### config.mk
export PLATFORM = sky130hd
export DESIGN_NAME = pitch_slope_window_filter_flat
export DESIGN_NICKNAME = d
export VERILOG_FILES = /design/src/rtl/core/pswf_pkg.sv /design/src/rtl/core/pswf_channels.sv /design/src/rtl/core/pswf_cell.sv /design/src/rtl/core/pswf_div.sv /design/src/rtl/core/pitch_slope_window_filter.sv /design/src/flat_wrapper.sv
export SDC_FILE = /design/constraint.sdc
export NUM_CORES = 2
export LEC_CHECK = 0
export ABC_AREA = 1
export ABC_CLOCK_PERIOD_IN_PS = 7350
export BUFFER_PORTS_ARGS = -buffer_cell sky130_fd_sc_hd__clkbuf_2
export CORE_ASPECT_RATIO = 1.5
export CORE_UTILIZATION = 45
export CTS_CLUSTER_SIZE = 10
export DETAILED_ROUTE_END_ITERATION = 7
export SETUP_SLACK_MARGIN = 0.15
export SYNTH_ARGS = -nofsm -noshare
export SYNTH_HDL_FRONTEND = slang
export SYNTH_SLANG_ARGS = --single-unit
### constraint.sdc
create_clock -name clk -period 7.35 [get_ports clk]
set_clock_uncertainty 0.15 [all_clocks]
set_input_delay 0.735 -clock clk [delete_from_list [all_inputs] [get_ports clk]]
set_output_delay 0.735 -clock clk [all_outputs]
set_load 0.01 [all_outputs]
### src/rtl/core/pswf_pkg.sv
// Shared constants, types and state codes of the pitch slope window filter.
package pswf_pkg;

  localparam int MAX_WINDOW  = 16;
  localparam int SAMPLE_W    = 15;
  localparam int LEN_W       = 5;
  localparam int MODE_W      = 1;
  localparam int THR_W       = 14;
  localparam int CFG_IDX_W   = 2;
  localparam int CFG_DATA_W  = 14;
  localparam int OUT_W       = 15;
  localparam int POS_W       = (MAX_WINDOW > 1) ? $clog2(MAX_WINDOW) : 1;
  localparam int CNT_W       = $clog2(MAX_WINDOW + 1);
  localparam int SUM_W       = SAMPLE_W + POS_W;
  localparam int MAG_W       = SUM_W;
  localparam int SCALE_W     = 24;
  localparam int SCALE_SHIFT = 24;
  localparam int PROD_W      = MAG_W + SCALE_W;
  localparam int QUO_W       = PROD_W - SCALE_SHIFT;
  localparam int DIV_STEPS   = (QUO_W + 1) / 2;
  localparam int DIV_W       = 2 * DIV_STEPS;
  localparam int STEP_W      = $clog2(DIV_STEPS);
  localparam int RES_W       = 14;

  // About 2^24 * 180 * 128 / (pi * 8192): Q2.13 radians to Q8.7 degrees.
  localparam logic [SCALE_W-1:0] DEG_SCALE = 24'd15019745;
  localparam logic [RES_W-1:0]   OUT_LIMIT = 14'd11520;

  typedef logic signed [SAMPLE_W-1:0] sample_t;
  typedef logic [CFG_IDX_W-1:0]       cfg_index_t;

  localparam cfg_index_t CFG_WINDOW_LENGTH = 2'd0;
  localparam cfg_index_t CFG_FILTER_MODE   = 2'd1;
  localparam cfg_index_t CFG_DEADBAND      = 2'd2;

  localparam logic [MODE_W-1:0] MODE_MEDIAN = 1'b0;

  typedef enum logic [2:0] {
    ST_IDLE,
    ST_LOAD,
    ST_ROTATE,
    ST_SELECT,
    ST_MULT,
    ST_ROUND,
    ST_DIVIDE,
    ST_FINISH
  } state_t;

  typedef struct packed {
    logic shift;
    logic load;
    logic rotate;
  } cell_ctrl_t;

  typedef struct packed {
    logic [CNT_W-1:0] below;
    logic [CNT_W-1:0] upto;
  } cell_count_t;

endpackage

### src/rtl/core/pswf_channels.sv
// Handshake channels of the filter: sample input, slope output, register writes.
interface pswf_sample_if;
  logic                  valid;
  logic                  ready;
  pswf_pkg::sample_t     pitch_sample;
  modport source (output valid, output pitch_sample, input ready);
  modport sink (input valid, input pitch_sample, output ready);
endinterface

interface pswf_slope_if;
  logic                         valid;
  logic                         ready;
  logic [pswf_pkg::OUT_W-1:0]   slope_degrees;
  modport source (output valid, output slope_degrees, input ready);
  modport sink (input valid, input slope_degrees, output ready);
endinterface

interface pswf_cfg_if;
  logic                              valid;
  logic                              ready;
  logic [pswf_pkg::CFG_IDX_W-1:0]    index;
  logic [pswf_pkg::CFG_DATA_W-1:0]   data;
  modport source (output valid, output index, output data, input ready);
  modport sink (input valid, input index, input data, output ready);
endinterface

### src/rtl/core/pswf_cell.sv
// One window cell: holds a sample, passes a circulating probe and ranks against it.
module pswf_cell (
  input  logic                  clk,
  input  logic                  rst,
  input  pswf_pkg::cell_ctrl_t  ctrl,
  input  logic                  active,
  input  pswf_pkg::sample_t     samp_in,
  input  pswf_pkg::sample_t     probe_in,
  input  logic                  probe_act_in,
  output pswf_pkg::sample_t     samp,
  output pswf_pkg::sample_t     probe,
  output logic                  probe_act,
  output pswf_pkg::cell_count_t count
);

  always_ff @(posedge clk) begin
    if (rst) begin
      samp      <= '0;
      probe     <= '0;
      probe_act <= 1'b0;
      count     <= '0;
    end else begin
      if (ctrl.shift) begin
        samp <= samp_in;
      end
      if (ctrl.load) begin
        probe     <= samp;
        probe_act <= active;
        count     <= '0;
      end else if (ctrl.rotate) begin
        probe     <= probe_in;
        probe_act <= probe_act_in;
        // Only probes that came from cells inside the window are counted.
        if (probe_act) begin
          if (probe < samp) begin
            count.below <= count.below + 1'b1;
          end
          if (probe <= samp) begin
            count.upto <= count.upto + 1'b1;
          end
        end
      end
    end
  end

endmodule

### src/rtl/core/pswf_div.sv
// Restoring divider by the window length (by one in median mode), two quotient bits per cycle.
module pswf_div (
  input  logic                        clk,
  input  logic                        rst,
  input  logic                        start,
  input  logic [pswf_pkg::QUO_W-1:0]  dividend,
  input  logic [pswf_pkg::LEN_W-1:0]  divisor,
  output logic                        done,
  output logic [pswf_pkg::DIV_W-1:0]  quotient
);

  logic [pswf_pkg::LEN_W-1:0]  rem;
  logic [pswf_pkg::LEN_W-1:0]  rem_next;
  logic [pswf_pkg::DIV_W-1:0]  quo_next;
  logic [pswf_pkg::STEP_W-1:0] step_cnt;
  logic                        running;
  logic [pswf_pkg::LEN_W:0]    trial_a;
  logic [pswf_pkg::LEN_W:0]    trial_b;
  logic [pswf_pkg::LEN_W:0]    diff_a;
  logic [pswf_pkg::LEN_W:0]    diff_b;
  logic                        bit_a;
  logic                        bit_b;
  logic [pswf_pkg::LEN_W-1:0]  rem_a;

  always_comb begin
    trial_a  = {rem, quotient[pswf_pkg::DIV_W-1]};
    bit_a    = trial_a >= {1'b0, divisor};
    diff_a   = trial_a - {1'b0, divisor};
    rem_a    = bit_a ? diff_a[pswf_pkg::LEN_W-1:0] : trial_a[pswf_pkg::LEN_W-1:0];
    trial_b  = {rem_a, quotient[pswf_pkg::DIV_W-2]};
    bit_b    = trial_b >= {1'b0, divisor};
    diff_b   = trial_b - {1'b0, divisor};
    rem_next = bit_b ? diff_b[pswf_pkg::LEN_W-1:0] : trial_b[pswf_pkg::LEN_W-1:0];
    quo_next = {quotient[pswf_pkg::DIV_W-3:0], bit_a, bit_b};
  end

  always_ff @(posedge clk) begin
    if (rst) begin
      running  <= 1'b0;
      done     <= 1'b0;
      step_cnt <= '0;
      rem      <= '0;
      quotient <= '0;
    end else begin
      done <= 1'b0;
      if (start) begin
        running  <= 1'b1;
        step_cnt <= '0;
        rem      <= '0;
        quotient <= {{(pswf_pkg::DIV_W - pswf_pkg::QUO_W){1'b0}}, dividend};
      end else if (running) begin
        rem      <= rem_next;
        quotient <= quo_next;
        step_cnt <= step_cnt + 1'b1;
        if (step_cnt == pswf_pkg::STEP_W'(pswf_pkg::DIV_STEPS - 1)) begin
          running <= 1'b0;
          done    <= 1'b1;
        end
      end
    end
  end

endmodule

### src/rtl/core/pitch_slope_window_filter.sv
// Sequence: an accepted word is loaded into the probes and rotated through the cell chain,
// then passes select, multiply, round, the divider's two-bit steps and its done flag,
// and finish, where its slope is registered for the output.
// A new word is taken only in idle, once the previous word has left finish; the next
// word is taken while a finished slope still waits, and a stalled output holds the finish.
// Reset (rst, synchronous): window cleared to zeros, length 5, median mode, no deadband.
module pitch_slope_window_filter (
  input  logic       clk,
  input  logic       rst,
  pswf_sample_if.sink  sample,
  pswf_slope_if.source slope,
  pswf_cfg_if.sink     cfg
);

  localparam int N = pswf_pkg::MAX_WINDOW;

  pswf_pkg::state_t state;
  pswf_pkg::state_t state_next;

  logic [pswf_pkg::LEN_W-1:0]  window_length;
  logic [pswf_pkg::MODE_W-1:0] filter_mode;
  logic [pswf_pkg::THR_W-1:0]  deadband_threshold;

  pswf_pkg::cell_ctrl_t        cell_ctrl;
  pswf_pkg::sample_t           cell_samp [N];
  pswf_pkg::sample_t           cell_probe [N];
  logic                        cell_probe_act [N];
  pswf_pkg::cell_count_t       cell_count [N];
  logic [N-1:0]                cell_active;
  logic [N-1:0]                cell_hit;

  logic [pswf_pkg::CNT_W-1:0]  eff_len;
  logic [pswf_pkg::CNT_W-1:0]  rank;
  logic [pswf_pkg::LEN_W-1:0]  divisor;
  logic [pswf_pkg::POS_W-1:0]  rot_cnt;
  logic signed [pswf_pkg::SUM_W-1:0] window_sum;
  pswf_pkg::sample_t           median;
  logic [pswf_pkg::MAG_W-1:0]  mag;
  logic [pswf_pkg::MAG_W-1:0]  mag_next;
  logic                        negative;
  logic                        negative_next;
  logic [pswf_pkg::PROD_W-1:0] num;
  logic [pswf_pkg::PROD_W-1:0] rounded;
  logic                        div_start;
  logic                        div_done;
  logic [pswf_pkg::DIV_W-1:0]  quotient;
  logic [pswf_pkg::RES_W-1:0]  sat;
  logic [pswf_pkg::RES_W-1:0]  result;
  logic [pswf_pkg::OUT_W-1:0]  slope_next;
  logic                        out_load;
  logic                        out_valid;
  logic [pswf_pkg::OUT_W-1:0]  slope_reg;

  // Register writes.
  assign cfg.ready = 1'b1;

  always_ff @(posedge clk) begin
    if (rst) begin
      window_length      <= pswf_pkg::LEN_W'(5);
      filter_mode        <= pswf_pkg::MODE_MEDIAN;
      deadband_threshold <= '0;
    end else if (cfg.valid) begin
      case (cfg.index)
        pswf_pkg::CFG_WINDOW_LENGTH: window_length <= cfg.data[pswf_pkg::LEN_W-1:0];
        pswf_pkg::CFG_FILTER_MODE:   filter_mode <= cfg.data[pswf_pkg::MODE_W-1:0];
        pswf_pkg::CFG_DEADBAND:      deadband_threshold <= cfg.data[pswf_pkg::THR_W-1:0];
        default: ;
      endcase
    end
  end

  // A zero length acts as one; lengths beyond the chain act as the full chain.
  always_comb begin
    if (window_length == '0) begin
      eff_len = pswf_pkg::CNT_W'(1);
    end else if (pswf_pkg::CNT_W'(window_length) > pswf_pkg::CNT_W'(N)) begin
      eff_len = pswf_pkg::CNT_W'(N);
    end else begin
      eff_len = pswf_pkg::CNT_W'(window_length);
    end
    rank    = eff_len >> 1;
    divisor = (filter_mode == pswf_pkg::MODE_MEDIAN) ? pswf_pkg::LEN_W'(1)
                                                     : pswf_pkg::LEN_W'(eff_len);
  end

  // Cell chain: cell 0 holds the newest sample; probes circulate toward cell 0.
  for (genvar i = 0; i < N; i++) begin : g_cell
    assign cell_active[i] = pswf_pkg::CNT_W'(i) < eff_len;
    assign cell_hit[i]    = cell_active[i] && (cell_count[i].below <= rank)
                            && (rank < cell_count[i].upto);

    pswf_cell u_cell (
      .clk          (clk),
      .rst          (rst),
      .ctrl         (cell_ctrl),
      .active       (cell_active[i]),
      .samp_in      ((i == 0) ? sample.pitch_sample : cell_samp[(i + N - 1) % N]),
      .probe_in     (cell_probe[(i + 1) % N]),
      .probe_act_in (cell_probe_act[(i + 1) % N]),
      .samp         (cell_samp[i]),
      .probe        (cell_probe[i]),
      .probe_act    (cell_probe_act[i]),
      .count        (cell_count[i])
    );
  end

  // Every hit cell holds the same value, so the hits can simply be merged.
  always_comb begin
    median = '0;
    for (int i = 0; i < N; i++) begin
      if (cell_hit[i]) begin
        median = median | cell_samp[i];
      end
    end
  end

  always_comb begin
    if (filter_mode == pswf_pkg::MODE_MEDIAN) begin
      negative_next = median[pswf_pkg::SAMPLE_W-1];
      mag_next      = {{(pswf_pkg::MAG_W - pswf_pkg::SAMPLE_W){median[pswf_pkg::SAMPLE_W-1]}},
                       median};
    end else begin
      negative_next = window_sum[pswf_pkg::SUM_W-1];
      mag_next      = window_sum;
    end
    if (negative_next) begin
      mag_next = -mag_next;
    end
  end

  assign rounded = num + (pswf_pkg::PROD_W'(divisor) << (pswf_pkg::SCALE_SHIFT - 1));

  pswf_div u_div (
    .clk      (clk),
    .rst      (rst),
    .start    (div_start),
    .dividend (rounded[pswf_pkg::PROD_W-1:pswf_pkg::SCALE_SHIFT]),
    .divisor  (divisor),
    .done     (div_done),
    .quotient (quotient)
  );

  always_comb begin
    if (quotient > pswf_pkg::DIV_W'(pswf_pkg::OUT_LIMIT)) begin
      sat = pswf_pkg::OUT_LIMIT;
    end else begin
      sat = quotient[pswf_pkg::RES_W-1:0];
    end
    result = (sat < deadband_threshold) ? '0 : sat;
    // A positive pitch reads as a negative slope.
    if (!negative && (result != '0)) begin
      slope_next = -pswf_pkg::OUT_W'(result);
    end else begin
      slope_next = pswf_pkg::OUT_W'(result);
    end
  end

  // Sequencer.
  always_comb begin
    state_next = state;
    case (state)
      pswf_pkg::ST_IDLE:   if (sample.valid) state_next = pswf_pkg::ST_LOAD;
      pswf_pkg::ST_LOAD:   state_next = pswf_pkg::ST_ROTATE;
      pswf_pkg::ST_ROTATE: begin
        if (rot_cnt == pswf_pkg::POS_W'(N - 1)) state_next = pswf_pkg::ST_SELECT;
      end
      pswf_pkg::ST_SELECT: state_next = pswf_pkg::ST_MULT;
      pswf_pkg::ST_MULT:   state_next = pswf_pkg::ST_ROUND;
      pswf_pkg::ST_ROUND:  state_next = pswf_pkg::ST_DIVIDE;
      pswf_pkg::ST_DIVIDE: if (div_done) state_next = pswf_pkg::ST_FINISH;
      pswf_pkg::ST_FINISH: if (out_load) state_next = pswf_pkg::ST_IDLE;
      default:             state_next = pswf_pkg::ST_IDLE;
    endcase
  end

  always_comb begin
    sample.ready     = 1'b0;
    cell_ctrl        = '0;
    div_start        = 1'b0;
    out_load         = 1'b0;
    case (state)
      pswf_pkg::ST_IDLE: begin
        sample.ready    = 1'b1;
        cell_ctrl.shift = sample.valid;
      end
      pswf_pkg::ST_LOAD:   cell_ctrl.load = 1'b1;
      pswf_pkg::ST_ROTATE: cell_ctrl.rotate = 1'b1;
      pswf_pkg::ST_ROUND:  div_start = 1'b1;
      pswf_pkg::ST_FINISH: out_load = !out_valid || slope.ready;
      default: ;
    endcase
  end

  always_ff @(posedge clk) begin
    if (rst) begin
      state      <= pswf_pkg::ST_IDLE;
      rot_cnt    <= '0;
      window_sum <= '0;
      out_valid  <= 1'b0;
    end else begin
      state <= state_next;
      if (state == pswf_pkg::ST_LOAD) begin
        rot_cnt    <= '0;
        window_sum <= '0;
      end else if (state == pswf_pkg::ST_ROTATE) begin
        rot_cnt <= rot_cnt + 1'b1;
        // Each probe passes cell 0 once during the rotation.
        if (cell_probe_act[0]) begin
          window_sum <= window_sum + pswf_pkg::SUM_W'(cell_probe[0]);
        end
      end
      if (out_load) begin
        out_valid <= 1'b1;
      end else if (slope.ready) begin
        out_valid <= 1'b0;
      end
    end
  end

  always_ff @(posedge clk) begin
    if (state == pswf_pkg::ST_SELECT) begin
      mag      <= mag_next;
      negative <= negative_next;
    end
    if (state == pswf_pkg::ST_MULT) begin
      num <= pswf_pkg::PROD_W'(mag) * pswf_pkg::PROD_W'(pswf_pkg::DEG_SCALE);
    end
    if (out_load) begin
      slope_reg <= slope_next;
    end
  end

  assign slope.valid         = out_valid;
  assign slope.slope_degrees = slope_reg;

endmodule
### src/flat_wrapper.sv
// flat-port wrapper written by rule: the top's interface ports become plain ports
module pitch_slope_window_filter_flat 
  (clk, rst, sample_valid, sample_pitch_sample, sample_ready, slope_valid, slope_slope_degrees, slope_ready, cfg_valid, cfg_index, cfg_data, cfg_ready);
  pswf_sample_if sample_i ();
  pswf_slope_if slope_i ();
  pswf_cfg_if cfg_i ();
  input  logic clk;
  input  logic rst;
  input wire logic [$bits(sample_i.valid)-1:0] sample_valid;
  input wire logic [$bits(sample_i.pitch_sample)-1:0] sample_pitch_sample;
  output wire logic [$bits(sample_i.ready)-1:0] sample_ready;
  output wire logic [$bits(slope_i.valid)-1:0] slope_valid;
  output wire logic [$bits(slope_i.slope_degrees)-1:0] slope_slope_degrees;
  input wire logic [$bits(slope_i.ready)-1:0] slope_ready;
  input wire logic [$bits(cfg_i.valid)-1:0] cfg_valid;
  input wire logic [$bits(cfg_i.index)-1:0] cfg_index;
  input wire logic [$bits(cfg_i.data)-1:0] cfg_data;
  output wire logic [$bits(cfg_i.ready)-1:0] cfg_ready;
  assign sample_i.valid = sample_valid;
  assign sample_i.pitch_sample = sample_pitch_sample;
  assign sample_ready = sample_i.ready;
  assign slope_valid = slope_i.valid;
  assign slope_slope_degrees = slope_i.slope_degrees;
  assign slope_i.ready = slope_ready;
  assign cfg_i.valid = cfg_valid;
  assign cfg_i.index = cfg_index;
  assign cfg_i.data = cfg_data;
  assign cfg_ready = cfg_i.ready;
  pitch_slope_window_filter u_core (.clk(clk), .rst(rst), .sample(sample_i), .slope(slope_i), .cfg(cfg_i));
endmodule
==> flow_summary.ini <==
[hold_path]
hold_class = input pin to register

[detailed_routing]
drt_iter0_drc = 3707
drtPass1Iterations = 6
via_per_inst = 5.85
vias = 47200
wl_met3_mm = 8.53
wl_met2_mm = 90.3
post_drt_wl_per_cell_um = 22.6
drc = 0
ant_nets = 0
wirelength_mm = 182
wl_met1_mm = 68.5
top_layer = met5

[logic_synthesis]
yosys-top-cells-area = dfxtp_1, ha_1, a21oi_1, o21ai_0, inv_1
synth_fp_nets = 7493
yosysTopAreaCellShare_pct = 28.5
synth_edf_count = 55
syn_inst = 6693
async_flop_share_pct = 0
ys.flop_type = dfxtp_1
ys_seq_elements = 789
avgSynthCellArea_um2 = 7.71
yosysSeqAreaShare_pct = 31.7
yosysTopAreaCell = dfxtp_1
synth.distinct_cells = 68
syn_area_um2 = 51600
yosys_warnings = 0

[clock_tree]
htreeDepth = 3
path_clk_slew_ns = 0.05
cts_made_buffers = 90
clock-sinks = 789
cts_root_buffer = clkbuf_16
post_cts_resized = 0
clkLatencyLatePin_ns = 0.70
cts_tree = yes
cts.path.max_buffers = 3
post_cts_buffers = 0
hold_buffers = 0

[global_routing]
antenna_found_initial = 6
grt_pass1_wl_mm = 274
grt_use_total_pct = 31.0
grt_pass1_vias = 45300
grt_max_degree = 208
grt_overflow_total = 0

[sta]
relSlewSlack_pct = 27.0
rsz0062_at_grt = false
tns_ns = 0
hold_slack_ns = 0.192
drv_slew = 0
finalCritPeriodShare_pct = 89.1
worst_pin_slew_ns = 1.09
setup_viol = 0
hold_viol_final = 0
fin_crit_ns = 6.55
clock.fmax_mhz = 153

[pwr]
swShare_pct = 45.1
ir_drop_mv = 0.443
p_int_uw = 11200
pwr-share-clk_pct = 20.0
p_sw_uw = 9210
seqPwrFrac_pct = 29.7
leakage_uw = 0.0236
total_power_uw = 20400
p_per_area_nw_per_um2 = 368
p_comb_share_pct = 50.3

[place]
port-buffer-count = 52
gp_congestion = 1.01
post-dp-hpwl_mm = 137

[worst_setup_path]
cp_slowest_stage_delay_ns = 0.61
path_buf_inv = 4
cp-start-kind = register
crit_path_cell_trace = ha_1 -> inv_1 -> fa_1 -> fa_1 -> fa_1 -> fa_1 -> inv_1 -> fa_1 -> ha_1 -> nand2_1 -> nor2_1 -> inv_1 -> nor3_1 -> inv_1 -> o21ai_0 -> a21oi_1 -> o21ai_0 -> nand2_1 -> nand2_1 -> nand2_1 -> o211ai_1 -> a21oi_1 -> xnor2_1
cp_top_family = adder cells
worstPathArrival_ns = 6.84
critPathKind = register to register
crit_top_cell = fa_1
worstSetupEndpointType = register
critPathRequiredTime_ns = 7.64
crit_path_max_fanout = 8
cpMaxStageDelayCell = edfxtp_1

[die]
die-area_um2 = 116000
io_pins = 54
num_rows = 151
coreArea_um2 = 113000
fp.dieH_um = 417
die_x_um = 278
start_util_pct = 45.5

[run_status]
status = completed

[job]
drv_cap = 0

[layout]
area_growth_pct = 7.35
nNetsFinal = 7389
drive_gt1_share_pct = 4.92
[sequential cells by signal, indices dropped and copies added, names as in the netlist]
name,count
u_core.deadband_threshold,14
u_core.filter_mode,1
u_core.g_cell.u_cell.count,160
u_core.g_cell.u_cell.probe,240
u_core.g_cell.u_cell.probe_act,16
u_core.g_cell.u_cell.samp,240
u_core.mag,19
u_core.negative,1
u_core.num,20
u_core.rot_cnt,4
u_core.slope.slope_degrees,15
u_core.slope.valid,1
u_core.state,3
u_core.u_div.done,1
u_core.u_div.quotient,20
u_core.u_div.rem,5
u_core.u_div.running,1
u_core.u_div.step_cnt,4
u_core.window_length,5
u_core.window_sum,19
[placed cells by master, fill, tap and decap left out, types with 15 or more instances in the layout]
cell type  synthesis  layout
edfxtp_1          55      55
clkbuf_2           0      52
a31oi_1           33      33
clkbuf_16          0      91
o22ai_1          254     254
clkbuf_1         269      15
or2_2             28      28
o21ai_0          734     734
fa_1             161     161
nor2_1           304     300
inv_1            901     900
xor2_1            64      64
xnor2_1           32      32
a21oi_1          925     925
nand2_1          787     784
ha_1             603     603
nand2_2           31      31
o21ai_1           19      19
nand4_1          173     173
buf_4              4      47
nor3_1            40      40
dfxtp_1          734     733
nand3_1          334     334
[final timing paths]
check                                                 startpoint  cells past startpoint                               end  slack, ns
worst min register to register  u_core.g_cell[5].u_cell.count[9]                      2  u_core.g_cell[5].u_cell.count[9]       0.31
worst min-delay path                      sample_pitch_sample[7]                      3   u_core.g_cell[0].u_cell.samp[7]       0.19
worst max-delay path                              u_core.mag[12]                     23                    u_core.num[42]       0.80
worst max register to register                    u_core.mag[12]                     23                    u_core.num[42]       0.80
[per-layer routing]
layer / up-vias / track usage, %
met5: - / 0
met3: 506 / 3.84
met4: 6 / 22.9
met1: 22500 / 34.1
met2: 1418 / 54.7
li1: 22700 / -
[cell usage after synthesis (28+ instances only)]
master    count
nor2_1      304
o21ai_0     734
a21oi_1     925
or2_2        28
nand2_1     787
xor2_1       64
clkbuf_1    269
a31oi_1      33
nand4_1     173
ha_1        603
xnor2_1      32
dfxtp_1     734
fa_1        161
edfxtp_1     55
nand3_1     334
o22ai_1     254
inv_1       901
nor3_1       40
nand2_2      31
[power by group through the flow]
stage | clock network [uW] | registers [uW] | logic, uW
floorplan | 0 | 5700 | 7540
global placement | 0 | 6120 | 10100
detailed placement | 0 | 6110 | 10200
CTS | 4150 | 6030 | 10200
global route | 4280 | 6100 | 11600
finish | 4080 | 6060 | 10300
[cell type report]
cell class	count	area, um^2
antenna	3	7.51
clock buffer	110	2390
clock inverter	3	33.8
fill	11300	58000
inverter	915	3450
multi-input combinational	4688	30600
sequential	789	16300
tap	1453	1820
timing repair buffer	105	733
[cells by family after synthesis]
| kind of cell | count (synthesis) | share of synthesized area [%] |
|---|---|---|
| compound gates | 2046 | 21.1 |
| simple gates | 1780 | 15.7 |
| buf+inv | 1216 | 9.08 |
| flops | 789 | 31.7 |
| fa+ha+maj | 764 | 20.9 |
| xor+xnor | 96 | 1.63 |
| other cells | 1 | 0.00727 |
| mux | 1 | 0.0194 |
[worst register-to-register path, cell delays in order, from the launching register on]
cell	delay [ns]
edfxtp_1	0.61
ha_1	0.51
inv_1	0.09
fa_1	0.58
fa_1	0.46
fa_1	0.52
fa_1	0.54
inv_1	0.06
fa_1	0.48
ha_1	0.39
nand2_1	0.09
nor2_1	0.12
inv_1	0.06
nor3_1	0.13
inv_1	0.07
o21ai_0	0.28
a21oi_1	0.16
o21ai_0	0.30
nand2_1	0.10
nand2_1	0.12
nand2_1	0.07
o211ai_1	0.15
a21oi_1	0.13
xnor2_1	0.14
[through the flow]
| step | cell area (um^2) | util (%) | instances | worst slack [ns] |
|---|---|---|---|---|
| after global routing | 55400 | 48.9 | 8063 | 0.350 |
| final | 55400 | 48.9 | 8066 | 0.799 |
| after global placement | 53000 | 46.7 | 7950 | 0.795 |
| after floorplan | 51600 | - | 6693 | 1.29 |
| after detailed placement | 53000 | 46.7 | 7950 | 0.761 |
| after CTS | 55400 | 48.9 | 8063 | 0.795 |
No activity file was read; power rests on OpenSTA's default activity.
